File: src/hdl/aat_pkg.sv
// Shared types and constants for the axis-aligned box transform block.
// Used by the front, queue, back, top level and checker files.
// Depends on nothing else.
package aat_pkg;

  // Fixed-point format of every coordinate and matrix coefficient.
  localparam int COORD_W   = 32;
  localparam int FRAC_BITS = 16;

  // Full-precision product and four-term sum widths.
  localparam int PROD_W = 2 * COORD_W;
  localparam int SUM_W  = PROD_W + 2;

  // Queue between the front and back parts.
  localparam int Q_DEPTH = 4;
  localparam int Q_PTR_W = $clog2(Q_DEPTH);

  // Matrix shape: three stored rows of three coefficients and a translation.
  localparam int AXES     = 3;
  localparam int ROW_TERMS = AXES + 1;

  typedef logic signed [COORD_W-1:0] coord_t;
  typedef logic signed [PROD_W-1:0]  prod_t;
  typedef logic signed [SUM_W-1:0]   sum_t;

  // Item kind codes as they arrive on the input channel.
  localparam logic KIND_LOAD = 1'b0;
  localparam logic KIND_BOX  = 1'b1;

  // Matrix row codes carried by a load word.
  localparam logic [1:0] ROW_X    = 2'd0;
  localparam logic [1:0] ROW_Y    = 2'd1;
  localparam logic [1:0] ROW_Z    = 2'd2;
  localparam logic [1:0] ROW_NONE = 2'd3;

  // Operation held in a queue entry.
  typedef enum logic {
    OP_LOAD = 1'b0,
    OP_BOX  = 1'b1
  } op_t;

  // One queue entry. A load keeps coef x, y, z and translation in data[0..3];
  // a box keeps min x, y, z in data[0..2] and max x, y, z in data[3..5].
  typedef struct packed {
    op_t          op;
    logic [1:0]   row;
    coord_t [5:0] data;
  } q_entry_t;

  // Queue status seen by both neighbors.
  typedef struct packed {
    logic empty;
    logic full;
  } q_status_t;

  // Reset diagonal value (1.0) and saturation limits.
  localparam coord_t ONE_VAL = coord_t'(64'(1) << FRAC_BITS);
  localparam coord_t SAT_MAX = coord_t'({1'b0, {(COORD_W-1){1'b1}}});
  localparam coord_t SAT_MIN = coord_t'({1'b1, {(COORD_W-1){1'b0}}});

endpackage

File: src/hdl/aat_queue.sv
// Short queue that decouples the front part from the back part.
// Holds loads and boxes in arrival order so matrix updates stay ordered.
// Depends on aat_pkg.
module aat_queue
  import aat_pkg::*;
(
  input  logic      clk,
  input  logic      rst_n,
  input  logic      push,
  input  q_entry_t  push_entry,
  input  logic      pop,
  output q_entry_t  head,
  output q_status_t q_status
);

  q_entry_t             q_mem_r [Q_DEPTH];
  logic [Q_PTR_W-1:0]   wr_ptr_r, wr_ptr_nxt;
  logic [Q_PTR_W-1:0]   rd_ptr_r, rd_ptr_nxt;
  logic [Q_PTR_W:0]     count_r, count_nxt;
  logic                 do_push;
  logic                 do_pop;

  assign q_status.empty = (count_r == '0);
  assign q_status.full  = (count_r == (Q_PTR_W+1)'(Q_DEPTH));
  assign do_push = push && !q_status.full;
  assign do_pop  = pop && !q_status.empty;
  assign head    = q_mem_r[rd_ptr_r];

  // Pointer and count update.
  always_comb begin
    wr_ptr_nxt = do_push ? wr_ptr_r + 1'b1 : wr_ptr_r;
    rd_ptr_nxt = do_pop ? rd_ptr_r + 1'b1 : rd_ptr_r;
    count_nxt  = count_r;
    if (do_push && !do_pop) begin
      count_nxt = count_r + 1'b1;
    end else if (do_pop && !do_push) begin
      count_nxt = count_r - 1'b1;
    end
  end

  always_ff @(posedge clk) begin
    if (!rst_n) begin
      wr_ptr_r <= '0;
      rd_ptr_r <= '0;
      count_r  <= '0;
    end else begin
      wr_ptr_r <= wr_ptr_nxt;
      rd_ptr_r <= rd_ptr_nxt;
      count_r  <= count_nxt;
    end
  end

  // Entry storage.
  always_ff @(posedge clk) begin
    if (do_push) begin
      q_mem_r[wr_ptr_r] <= push_entry;
    end
  end

endmodule

File: config.mk
export PLATFORM = sky130hd
export DESIGN_NAME = aat_queue
export DESIGN_NICKNAME = d
export VERILOG_FILES = /design/src/hdl/aat_pkg.sv /design/src/hdl/aat_queue.sv
export SDC_FILE = /design/constraint.sdc
export NUM_CORES = 1
export LEC_CHECK = 0
export BUFFER_PORTS_ARGS = -buffer_cell sky130_fd_sc_hd__buf_2
export CAP_MARGIN = 15
export CORE_MARGIN = 4
export CORE_UTILIZATION = 55
export DETAILED_ROUTE_END_ITERATION = 10
export GPL_TIMING_DRIVEN = 0
export PLACE_DENSITY = 0.77
export SYNTH_ARGS = -nofsm -noshare
export SYNTH_HDL_FRONTEND = slang
export SYNTH_SLANG_ARGS = --single-unit
File: constraint.sdc
create_clock -name clk -period 9.9 [get_ports clk]
set_clock_uncertainty 0.1 [all_clocks]
set_input_delay 0.99 -clock clk [delete_from_list [all_inputs] [get_ports clk]]
set_output_delay 0.99 -clock clk [all_outputs]
set_load 0.01 [all_outputs]
==> metrics.yaml <==
outcome: "completed"
end_kind: "output port"
cp-start-kind: "flip-flop"
critPathMaxFanout: 10
drtIter0Drc: 890
wl_per_cell_um: 24.9
die-width_um: 236
setup_viol: 0
antenna_found_initial: 16
final_cell_count_no_fill: 2307
vias: 13100
io-pin-count: 396
post_cts_buffers: 0
numCtsBuffers: 78
fillCellCount: 3173
ctsLongestPathBuffers: 3
coreArea_mm2: 0.0514
viasPerCell: 5.67
tns_ps: 0
crit_type: "reg2out"
row_count: 83
firstDrtPassIters: 4
min_path_type: "reg2reg"
grt_start_max_net_pins: 57
seqPwrFrac: 0.457
maxCapViolations: 0
synth_enable_flop_cells: 780
drive_gt1_frac: 0.467
postRouteAntennaNets: 0
min_period_ps: 3830
min_period_over_period: 0.386
relSlewSlack: 0.440
die_h_um: 236
ys.flop_type: "edfxtp_1"
yosysSeqAreaShare: 0.825
seq_area_mm2: 0.0236
required_ps: 8810
dp_hpwl_mm: 36.5
p_int_w: 0.00665
h-tree-depth: 3
whs_ps: 409
clkLatencyLatePin_ps: 600
cts-resized-gates: 0
grt_pass1_vias: 14000
p_clk_frac: 0.307
drt_wl_total_mm: 57.5
cts.sinks: 789
p_leak_nw: 11.5
p_sw_frac: 0.265
io_buffer_count: 394
nNetsFinal: 1759
synth_cell_type_count: 22
start_util: 0.557
cts_root_buf: "clkbuf_16"
synth_cells: 1067
ys_ff_latch: 789
rsz0062_at_grt: "no"
synthArstFlopShare: 0
postCtsHoldBufs: 0
place.gp.congestion: 0.722
syn_avg_cell_area_um2: 26.8
combPwrFrac: 0.236
area_growth_pct: 19.7
p_per_area_mw_per_mm2: 264
vdd_drop_max_v: 0.000211
grt_pass1_wl_mm: 87.0
p_switching_w: 0.00239
hold_viol: 0
post-route-util: 0.666
tightest_slew_ps: 841
die_area_mm2: 0.0557
multi_input_area_mm2: 0.00467
syn-cell-area_mm2: 0.0286
cts.clk_slew.worst_paths_ps: 60
post-place-cells: 2154
cts_tree: "yes"
max_freq_ghz: 0.261
syn-num-nets: 1272
yosysWarnings: 0
drc: 0
total_power_w: 0.00904
timing.final.max_slew_violations: 0
grt_usage: 0.207
crit_arrival_ps: 2740
overflow: 0
cell usage after synthesis, types with 2 or more instances:
cell / instances / area (um^2)
and2_1: 8 / 50.1
buf_2: 21 / 105
buf_6: 18 / 203
clkbuf_1: 7 / 26.3
dfxtp_1: 9 / 180
edfxtp_1: 780 / 23400
ha_1: 5 / 62.6
inv_1: 3 / 11.3
mux2i_1: 3 / 30.0
mux4_2: 195 / 4390
nand2_1: 4 / 15.0
nor2b_1: 2 / 12.5
xnor2_1: 3 / 26.3
worst max-delay path, stage by stage (launching register included):
cell      delay [ps]
dfxtp_1          300
buf_2            220
clkbuf_1         600
buf_2            440
mux4_2           390
buf_2            180
layout by cell type (no fill, tap or decap), types with 2 or more instances in the layout:
master	netlist	final
and2_1	8	4
and2_4	0	4
buf_16	0	13
buf_2	21	415
buf_6	18	18
bufinv_16	0	5
clkbuf_1	7	21
clkbuf_16	0	78
clkinv_1	0	16
clkinv_2	0	13
clkinv_8	0	3
clkinvlp_4	0	5
dfxtp_1	9	9
diode_2	0	14
edfxtp_1	780	780
ha_1	5	5
inv_1	3	3
inv_6	0	3
mux2i_1	3	3
mux4_2	195	195
nand2_1	4	4
nor2b_1	2	2
xnor2_1	3	3
power by group through the flow:
stage / registers (W) / clock network (W) / logic, W
after floorplan: 0.00424 / 0 / 0.00134
after global placement: 0.00431 / 0 / 0.00211
after detailed placement: 0.00420 / 0 / 0.00217
after CTS: 0.00414 / 0.00284 / 0.00219
after global routing: 0.00415 / 0.00300 / 0.00229
final: 0.00413 / 0.00277 / 0.00214
layer usage:
metal | up-vias | track usage | wire length (um)
li1 | 5639 | - | -
met1 | 6822 | 0.274 | 21600
met2 | 501 | 0.336 | 29100
met3 | 103 | 0.0679 | 5190
met4 | 16 | 0.0639 | 1440
met5 | - | 0 | 96
kinds of logic after synthesis:
logic type / share of synthesized area
flip-flops: 0.825
adder cells (fa/ha/maj): 0.00289
AND/OR/NAND/NOR: 0.00337
buffers and inverters: 0.0121
multiplexers: 0.155
AO/OA/AOI/OAI: 0.00101
XOR/XNOR: 0.00122
worst paths after layout:
path         slack [ps]  depth (start not counted)        start            end
max                6070                          5    flip-flop      head[107]
min                 410                          2  wr_ptr_r[0]    wr_ptr_r[0]
max reg2reg        7010                          6   count_r[0]  q_mem_r[2][7]
min reg2reg         410                          2  wr_ptr_r[0]    wr_ptr_r[0]
state kept, by name (all words and copies together) (netlist names), named ones only:
name	flops
wr_ptr_r	2
rd_ptr_r	2
count_r	3
q_mem_r	780
cell type report:
type / instances / share of cell area
Antenna cell: 14 / 0.00102
Buffer: 46 / 0.00975
Clock buffer: 92 / 0.0585
Sequential cell: 789 / 0.689
Timing Repair Buffer: 407 / 0.0680
Clock inverter: 47 / 0.0122
Tap cell: 680 / 0.0248
Multi-Input combinational cell: 229 / 0.136
Inverter: 3 / 0.000329
per-stage QoR:
stage | instance area, um^2 | setup WS [ps]
floorplan | 28600 | 3400
global placement | 31400 | -370
detailed placement | 31800 | 6410
CTS | 34200 | 5870
global route | 34200 | 5830
finish | 34300 | 6070
Note: power is estimated with default switching activity, not from simulation.
