### src/hdl/aat_pkg.sv
// Shared types and constants for the axis-aligned box transform block.
// Used by the front, queue, back, top level and checker files.
// Depends on nothing else.
package aat_pkg;

  // Fixed-point format of every coordinate and matrix coefficient.
  localparam int COORD_W   = 32;
  localparam int FRAC_BITS = 16;

  // Full-precision product and four-term sum widths.
  localparam int PROD_W = 2 * COORD_W;
  localparam int SUM_W  = PROD_W + 2;

  // Queue between the front and back parts.
  localparam int Q_DEPTH = 4;
  localparam int Q_PTR_W = $clog2(Q_DEPTH);

  // Matrix shape: three stored rows of three coefficients and a translation.
  localparam int AXES     = 3;
  localparam int ROW_TERMS = AXES + 1;

  typedef logic signed [COORD_W-1:0] coord_t;
  typedef logic signed [PROD_W-1:0]  prod_t;
  typedef logic signed [SUM_W-1:0]   sum_t;

  // Item kind codes as they arrive on the input channel.
  localparam logic KIND_LOAD = 1'b0;
  localparam logic KIND_BOX  = 1'b1;

  // Matrix row codes carried by a load word.
  localparam logic [1:0] ROW_X    = 2'd0;
  localparam logic [1:0] ROW_Y    = 2'd1;
  localparam logic [1:0] ROW_Z    = 2'd2;
  localparam logic [1:0] ROW_NONE = 2'd3;

  // Operation held in a queue entry.
  typedef enum logic {
    OP_LOAD = 1'b0,
    OP_BOX  = 1'b1
  } op_t;

  // One queue entry. A load keeps coef x, y, z and translation in data[0..3];
  // a box keeps min x, y, z in data[0..2] and max x, y, z in data[3..5].
  typedef struct packed {
    op_t          op;
    logic [1:0]   row;
    coord_t [5:0] data;
  } q_entry_t;

  // Queue status seen by both neighbors.
  typedef struct packed {
    logic empty;
    logic full;
  } q_status_t;

  // Reset diagonal value (1.0) and saturation limits.
  localparam coord_t ONE_VAL = coord_t'(64'(1) << FRAC_BITS);
  localparam coord_t SAT_MAX = coord_t'({1'b0, {(COORD_W-1){1'b1}}});
  localparam coord_t SAT_MIN = coord_t'({1'b1, {(COORD_W-1){1'b0}}});

endpackage

### src/hdl/aat_front.sv
// Front part: input register that accepts words and classifies them.
// Pushes loads and boxes into the queue and drops loads to row three.
// Depends on aat_pkg.
module aat_front
  import aat_pkg::*;
(
  input  logic      clk,
  input  logic      rst_n,
  input  logic      in_valid,
  output logic      in_stall,
  input  logic      in_kind,
  input  logic [1:0] in_row_index,
  input  coord_t    in_coef_x,
  input  coord_t    in_coef_y,
  input  coord_t    in_coef_z,
  input  coord_t    in_coef_shift,
  input  coord_t    in_box_min_x,
  input  coord_t    in_box_min_y,
  input  coord_t    in_box_min_z,
  input  coord_t    in_box_max_x,
  input  coord_t    in_box_max_y,
  input  coord_t    in_box_max_z,
  input  q_status_t q_status,
  output logic      push,
  output q_entry_t  push_entry
);

  logic     front_valid_r, front_valid_nxt;
  logic     keep_r, keep_nxt;
  q_entry_t entry_r, entry_nxt;
  logic     accept;
  logic     drain;

  // The stage stalls only when it holds a word the full queue cannot take.
  assign in_stall = front_valid_r && keep_r && q_status.full;
  assign accept   = in_valid && !in_stall;
  assign push     = front_valid_r && keep_r && !q_status.full;
  assign drain    = front_valid_r && !in_stall;
  assign push_entry = entry_r;

  // Classify the incoming word.
  always_comb begin
    entry_nxt     = '0;
    keep_nxt      = 1'b1;
    entry_nxt.row = in_row_index;
    unique case (in_kind)
      KIND_BOX: begin
        entry_nxt.op      = OP_BOX;
        entry_nxt.data[0] = in_box_min_x;
        entry_nxt.data[1] = in_box_min_y;
        entry_nxt.data[2] = in_box_min_z;
        entry_nxt.data[3] = in_box_max_x;
        entry_nxt.data[4] = in_box_max_y;
        entry_nxt.data[5] = in_box_max_z;
      end
      default: begin
        entry_nxt.op      = OP_LOAD;
        entry_nxt.data[0] = in_coef_x;
        entry_nxt.data[1] = in_coef_y;
        entry_nxt.data[2] = in_coef_z;
        entry_nxt.data[3] = in_coef_shift;
        keep_nxt          = (in_row_index != ROW_NONE);
      end
    endcase
  end

  // Occupancy of the input register.
  always_comb begin
    front_valid_nxt = front_valid_r;
    if (accept) begin
      front_valid_nxt = 1'b1;
    end else if (drain) begin
      front_valid_nxt = 1'b0;
    end
  end

  always_ff @(posedge clk) begin
    if (!rst_n) begin
      front_valid_r <= 1'b0;
    end else begin
      front_valid_r <= front_valid_nxt;
    end
  end

  // Payload register, loaded on every accepted word.
  always_ff @(posedge clk) begin
    if (accept) begin
      entry_r <= entry_nxt;
      keep_r  <= keep_nxt;
    end
  end

endmodule

### config.mk
export PLATFORM = sky130hd
export DESIGN_NAME = aat_front
export DESIGN_NICKNAME = d
export VERILOG_FILES = /design/src/hdl/aat_pkg.sv /design/src/hdl/aat_front.sv
export SDC_FILE = /design/constraint.sdc
export NUM_CORES = 1
export LEC_CHECK = 0
export BUFFER_PORTS_ARGS = -buffer_cell sky130_fd_sc_hd__buf_2
export CAP_MARGIN = 0
export CORE_AREA = 10 10 196 198
export CTS_BUF_LIST = sky130_fd_sc_hd__clkbuf_8 sky130_fd_sc_hd__clkbuf_16
export CTS_CLUSTER_DIAMETER = 50
export DETAILED_ROUTE_END_ITERATION = 8
export DIE_AREA = 0 0 206 208
export GPL_TIMING_DRIVEN = 0
export MAX_ROUTING_LAYER = met4
export SLEW_MARGIN = 10
export SYNTH_ARGS = -nofsm -noshare
export SYNTH_HDL_FRONTEND = slang
export SYNTH_SLANG_ARGS = --single-unit
### constraint.sdc
create_clock -name clk -period 14.2 [get_ports clk]
set_input_delay 2.84 -clock clk [delete_from_list [all_inputs] [get_ports clk]]
set_output_delay 2.84 -clock clk [all_outputs]
set_load 0.05 [all_outputs]
==> results of run 1 <==
registers in the layout, summed over array words and instances (netlist names):
| register | cells |
|---|---|
| keep_r | 1 |
| push_entry | 195 |
| front_valid_r | 1 |
cells in the final DEF, fill, tap and decap left out, types with 2 or more instances in the layout:
| cell type | netlist | layout |
|---|---|---|
| clkbuf_16 | 0 | 17 |
| inv_6 | 0 | 2 |
| diode_2 | 0 | 2 |
| buf_4 | 2 | 2 |
| buf_12 | 0 | 6 |
| bufinv_16 | 0 | 2 |
| clkinv_2 | 0 | 2 |
| buf_6 | 10 | 10 |
| mux2_2 | 128 | 128 |
| edfxtp_1 | 196 | 196 |
| buf_2 | 3 | 526 |
| clkinv_1 | 0 | 3 |
| clkbuf_1 | 6 | 6 |
| and2_1 | 64 | 64 |
| clkinv_4 | 0 | 3 |
stage by stage:
step / cells / power [mW] / worst slack, ns
2_1_floorplan: 416 / 0.913 / 1.60
3_3_place_gp: 1394 / 1.02 / -2.50
3_5_place_dp: 1400 / 1.02 / 7.89
4_1_cts: 1431 / 1.50 / 7.89
5_1_grt: 1433 / 1.54 / 7.86
6_report: 1433 / 1.48 / 7.90
cell type report:
type	count	area, um^2	share of cell area, %
diodes	2	5.00	0.0423
plain buffers	21	165	1.40
clock buffers	17	425	3.60
clock inverters	14	136	1.15
multi-input cells	198	1880	15.9
flip-flops and latches	197	5910	49.9
well taps	455	569	4.81
repair buffers	529	2740	23.1
kinds of logic (layout without fill, tap and decap cells):
family                 count (synthesis)  in the layout
AOI/OAI and AO/OA                      1              1
and+or+nand+nor                       69             69
other                                  0              2
muxes                                128            128
buffers and inverters                 21            581
DFF                                  197            197
final timing paths:
path,startpoint,endpoint,depth (start not counted)
max,q_status[0],in_stall,3
min,front_valid_r,front_valid_r,2
max reg2reg,keep_r,push_entry[131],5
min reg2reg,front_valid_r,front_valid_r,2
power by group through the flow:
stage,combinational (mW),sequential [mW],clock [mW]
after floorplan,0.0569,0.856,0
after global placement,0.297,0.726,0
after detailed placement,0.304,0.712,0
after CTS,0.305,0.700,0.498
after global routing,0.317,0.702,0.520
final,0.300,0.698,0.480
routing by layer:
metal,part of all wire [%],up-vias
li1,-,2674
met1,35,2659
met2,50,341
met3,12,30
met4,2.9,0
met5,0,-
worst max-delay path: stages:
cell and delay (ns):
buf_2 0.08, and3_1 0.23, buf_2 0.30
==> results.ini, run 1 <==
[drt]
vias = 5704
drt-pass1-iter-count = 4
routedWlPerCell_um = 21.1
drtIter0Drc = 210
ant_nets = 0
avgViaCountPerCell = 3.98
drc = 0
wl_um = 30200

[die]
core_area_um2 = 34400
num_rows = 68
ioPinCount = 525
dieArea_um2 = 42800
die_w_um = 206
die_h_um = 208
initial_core_util_pct = 23.1

[synth]
synth_top_family_by_area = multiplexers
synth_warnings = 0
synth.ff_latch_count = 197
synth_xor_area_share_pct = 0
synth-seq-area-share_pct = 74.3
muxShareOfSynthArea_pct = 18.1
syn_area_um2 = 7950
synth_edf_count = 196
synth_common_cells = edfxtp_1 (196), mux2_2 (128), and2_1 (64)
ys_types = 14
synthSimpleGateAreaFrac_pct = 5.38
synth_nets = 744
syn_inst = 416
postSynthAreaPerCell_um2 = 19.1
synth_compound_area_share_pct = 0.0945
synth_fa_ha_area_share_pct = 0
synth.top_cell.area_share_pct = 74.1
async_flop_share_pct = 0
synthTopCellsByArea = edfxtp_1 (74%), mux2_2 (18%), and2_1 (5.0%)
yosys.area.top_type = edfxtp_1
ys.flop_type = edfxtp_1
synth_most_common_cell = edfxtp_1

[timing]
period_needed_ns = 6.30
tightest_slew_ns = 0.885
setup_tns_ns = 0
slew_violations = 0
max_slew_margin_pct = 40.9
finClkSkew_ns = 0.00727
fin_crit_sh_pct = 44.4
hold_ws_ns = 0.700
fmax_ghz = 0.159
hold_viol_final = 0
setup_viol = 0
rsz0062_at_grt = false

[layout]
fin_nets = 1292
fin_area_um2 = 11800
fin_util_pct = 34.4
fillers = 3403
area_growth_pct = 48.8
drive_above_1_share_pct = 71.7

[power]
combPwrFrac_pct = 20.3
swShare_pct = 29.7
cellPowerDensity_nw_per_um2 = 125
ir_worst_vdd_mv = 0.0798
power_frac_clock_pct = 32.5
switchingPower_mw = 0.439
p_leak_nw = 5.13
p_int_mw = 1.04
seq_power_share_pct = 47.3

[global_route]
met1_usage_pct = 13.6
grt_pass1_vias = 6274
grt_pass1_wl_um = 41500
grt_max_degree = 33
antenna_found_initial = 2
grt_usage_pct = 13.9
use_met3_pct = 5.95
grt_overflow = 0
gr-usage-met2_pct = 23.5
busiest_layer = met2

[clock_tree]
htreeDepth = 4
clockBufferDepth = 2
clk_pin_slew_worst_paths_ns = 0.07
cts_resized = 0
cts_buffers = 17
clkLatencyLatePin_ns = 0.44
cts_tree = yes
cts_setup_buffers = 0
cts_root_buffer = clkbuf_16
hold_buffers = 0
clock_sinks = 197

[outcome]
status = completed

[setup_path]
critPathKind = input port to primary output
worstPathMaxFanout = 3
start_kind = input port
end_kind = primary output
critPathRequiredTime_ns = 11.36
arrival_ns = 3.46
rrSetupSlack_ns = 11.81

[hold_path]
holdCritPathClass = flop to flop

[place]
placed_area_um2 = 11300
gp_routability_congestion = 0.839
dp_hpwl_um = 25100
portBuffers = 523

[run]
cap_violations = 0

Note: power is estimated with default switching activity, not from simulation.
==> run 2: changes to the inputs <==
clock period = 6.6 ns   (was 14.2 ns; I/O delays follow)
==> run 2 against run 1 <==
  * Flip-flop and latch count unchanged
  * Routed wire length decreased by 3.3%
  * Hold slack improved by 0.0090 ns
  * Die area unchanged
  * Power increased by 120%
==> results.ini, run 2 (same netlist as run 1, synthesis figures left out) <==
[drt]
ant_nets = 0  ; unchanged
wl_um = 29300  ; -3.3%
drc = 0  ; unchanged
routedWlPerCell_um = 20.3  ; -3.7%
vias = 5787  ; +1.5%
drt-pass1-iter-count = 4  ; unchanged
drtIter0Drc = 239  ; +14%
avgViaCountPerCell = 4.02  ; +0.96%

[layout]
mostFrequentLayoutCell = buf_2
area_growth_pct = 50.0
fillers = 3403  ; unchanged
drive_above_1_share_pct = 72.1  ; +0.36 points
fin_area_um2 = 11900  ; +0.75%
final_cell_mix = buf_2 (526), edfxtp_1 (196), mux2_2 (128), and2_1 (64), clkbuf_16 (17)
largest_reg_flops = 195  ; unchanged
fin_util_pct = 34.7  ; +0.26 points
fin_nets = 1293  ; +0.077%
finalNonFillerCells = 1440  ; +0.49%

[setup_path]
crit_family = buffers and inverters
crit_path_max_incr_delay_ns = 0.31  ; about the same
path_common_cell = buf_2
arrival_ns = 1.96  ; -1.50 ns
crit_buf_inv = 2  ; unchanged
end_kind = primary output
critPathRequiredTime_ns = 5.28  ; -6.08 ns
critPathKind = input port to primary output
cp_slowest_cell = buf_2
rrSetupSlack_ns = 4.19  ; -7.62 ns
start_kind = input port
crit_chain = buf_2 > and3_1 > buf_2
worstPathMaxFanout = 3  ; unchanged

[place]
dp_cells = 1401  ; +0.071%
portBuffers = 523  ; unchanged
placed_area_um2 = 11300  ; +0.31%
gp_routability_congestion = 0.889  ; +5.9%
dp_hpwl_um = 24100  ; -3.8%

[clock_tree]
clockBufferDepth = 2  ; unchanged
clock_sinks = 197  ; unchanged
cts_resized = 0  ; unchanged
cts_root_buffer = clkbuf_16
hold_buffers = 0  ; unchanged
htreeDepth = 4  ; unchanged
cts_tree = yes
clkLatencyLatePin_ns = 0.45  ; about the same
clk_pin_slew_worst_paths_ns = 0.07  ; about the same
cts_setup_buffers = 0  ; unchanged
cts_buffers = 17  ; unchanged

[die]
core_area_um2 = 34400  ; unchanged
num_rows = 68  ; unchanged
die_h_um = 208  ; unchanged
dieArea_um2 = 42800  ; unchanged
ioPinCount = 525  ; unchanged
initial_core_util_pct = 23.1  ; unchanged
die_w_um = 206  ; unchanged

[timing]
max_slew_margin_pct = 58.7  ; +18 points
setup_viol = 0  ; unchanged
period_needed_ns = 3.28
hold_ws_ns = 0.709  ; +0.00904 ns
tightest_slew_ns = 0.618  ; -0.267 ns
fin_crit_sh_pct = 49.7
slew_violations = 0  ; unchanged
finClkSkew_ns = 0.0112  ; +0.00395 ns
fmax_ghz = 0.305
rsz0062_at_grt = false
hold_viol_final = 0  ; unchanged
setup_tns_ns = 0  ; unchanged

[global_route]
grt_usage_pct = 13.5  ; -0.36 points
grt_pass1_wl_um = 41400  ; -0.35%
antenna_found_initial = 7  ; +5
grt_pass1_vias = 6601  ; +5.2%
grt_max_degree = 32  ; -3.0%
grt_overflow = 0  ; unchanged

[hold_path]
holdCritPathClass = flop to flop

[run]
cap_violations = 0  ; unchanged

[power]
cellPowerDensity_nw_per_um2 = 272  ; +120%
ir_worst_vdd_mv = 0.173  ; +120%
p_leak_nw = 5.16  ; +0.62%

[outcome]
status = completed

## run 2: cell count changes in the layout (fill, tap and decap cells not counted), sizes merged
| cell | previous run | this run |
|---|---|---|
| diode | 2 | 7 |
| clkinvlp | 1 | 3 |
| buf | 544 | 545 |
| bufinv | 2 | 3 |
| clkinv | 8 | 4 |
| inv | 3 | 5 |
## run 2: path summary, 6_finish.rpt
kind / to / from / cells after the start
max: in_stall / q_status[0] / 3
min reg2reg: front_valid_r / front_valid_r / 2
min: front_valid_r / front_valid_r / 2
max reg2reg: push_entry[179] / keep_r / 6
## run 2: tightest hold or removal path, cell delays in order (launching register included)
cell and delay, ns:
dfxtp_1 0.32, and3_1 0.24, o21a_1 0.12
## run 2: power by group
group	switching (mW)	leakage [nW]	total [mW]	internal [mW]
Clock	0.496	0.293	1.10	0.600
Sequential	0.0190	1.93	1.50	1.48
Combinational	0.443	2.93	0.648	0.205
## run 2: metrics by stage
| step | total power [mW] | setup WS, ns |
|---|---|---|
| floorplan | 1.95 | 1.48 |
| global placement | 2.17 | 0.291 |
| detailed placement | 2.18 | 3.14 |
| CTS | 3.29 | 3.31 |
| global route | 3.37 | 3.29 |
| finish | 3.24 | 3.32 |
## run 2: cell type report
class	instances	area [um^2]	area share (%)
Timing Repair Buffer	530	2770	23.3
Clock inverter	15	178	1.49
Antenna cell	7	17.5	0.147
Clock buffer	17	425	3.57
Sequential cell	197	5910	49.6
Buffer	21	165	1.39
Multi-Input combinational cell	198	1880	15.8
Tap cell	455	569	4.78
## run 2: layer usage
| metal | track usage [%] | vias up | share of wire [%] |
|---|---|---|---|
| li1 | - | 2689 | - |
| met1 | 13.5 | 2736 | 36 |
| met2 | 22.7 | 335 | 50 |
| met3 | 6.35 | 27 | 12 |
| met4 | 4.47 | 0 | 1.6 |
| met5 | - | - | 0 |
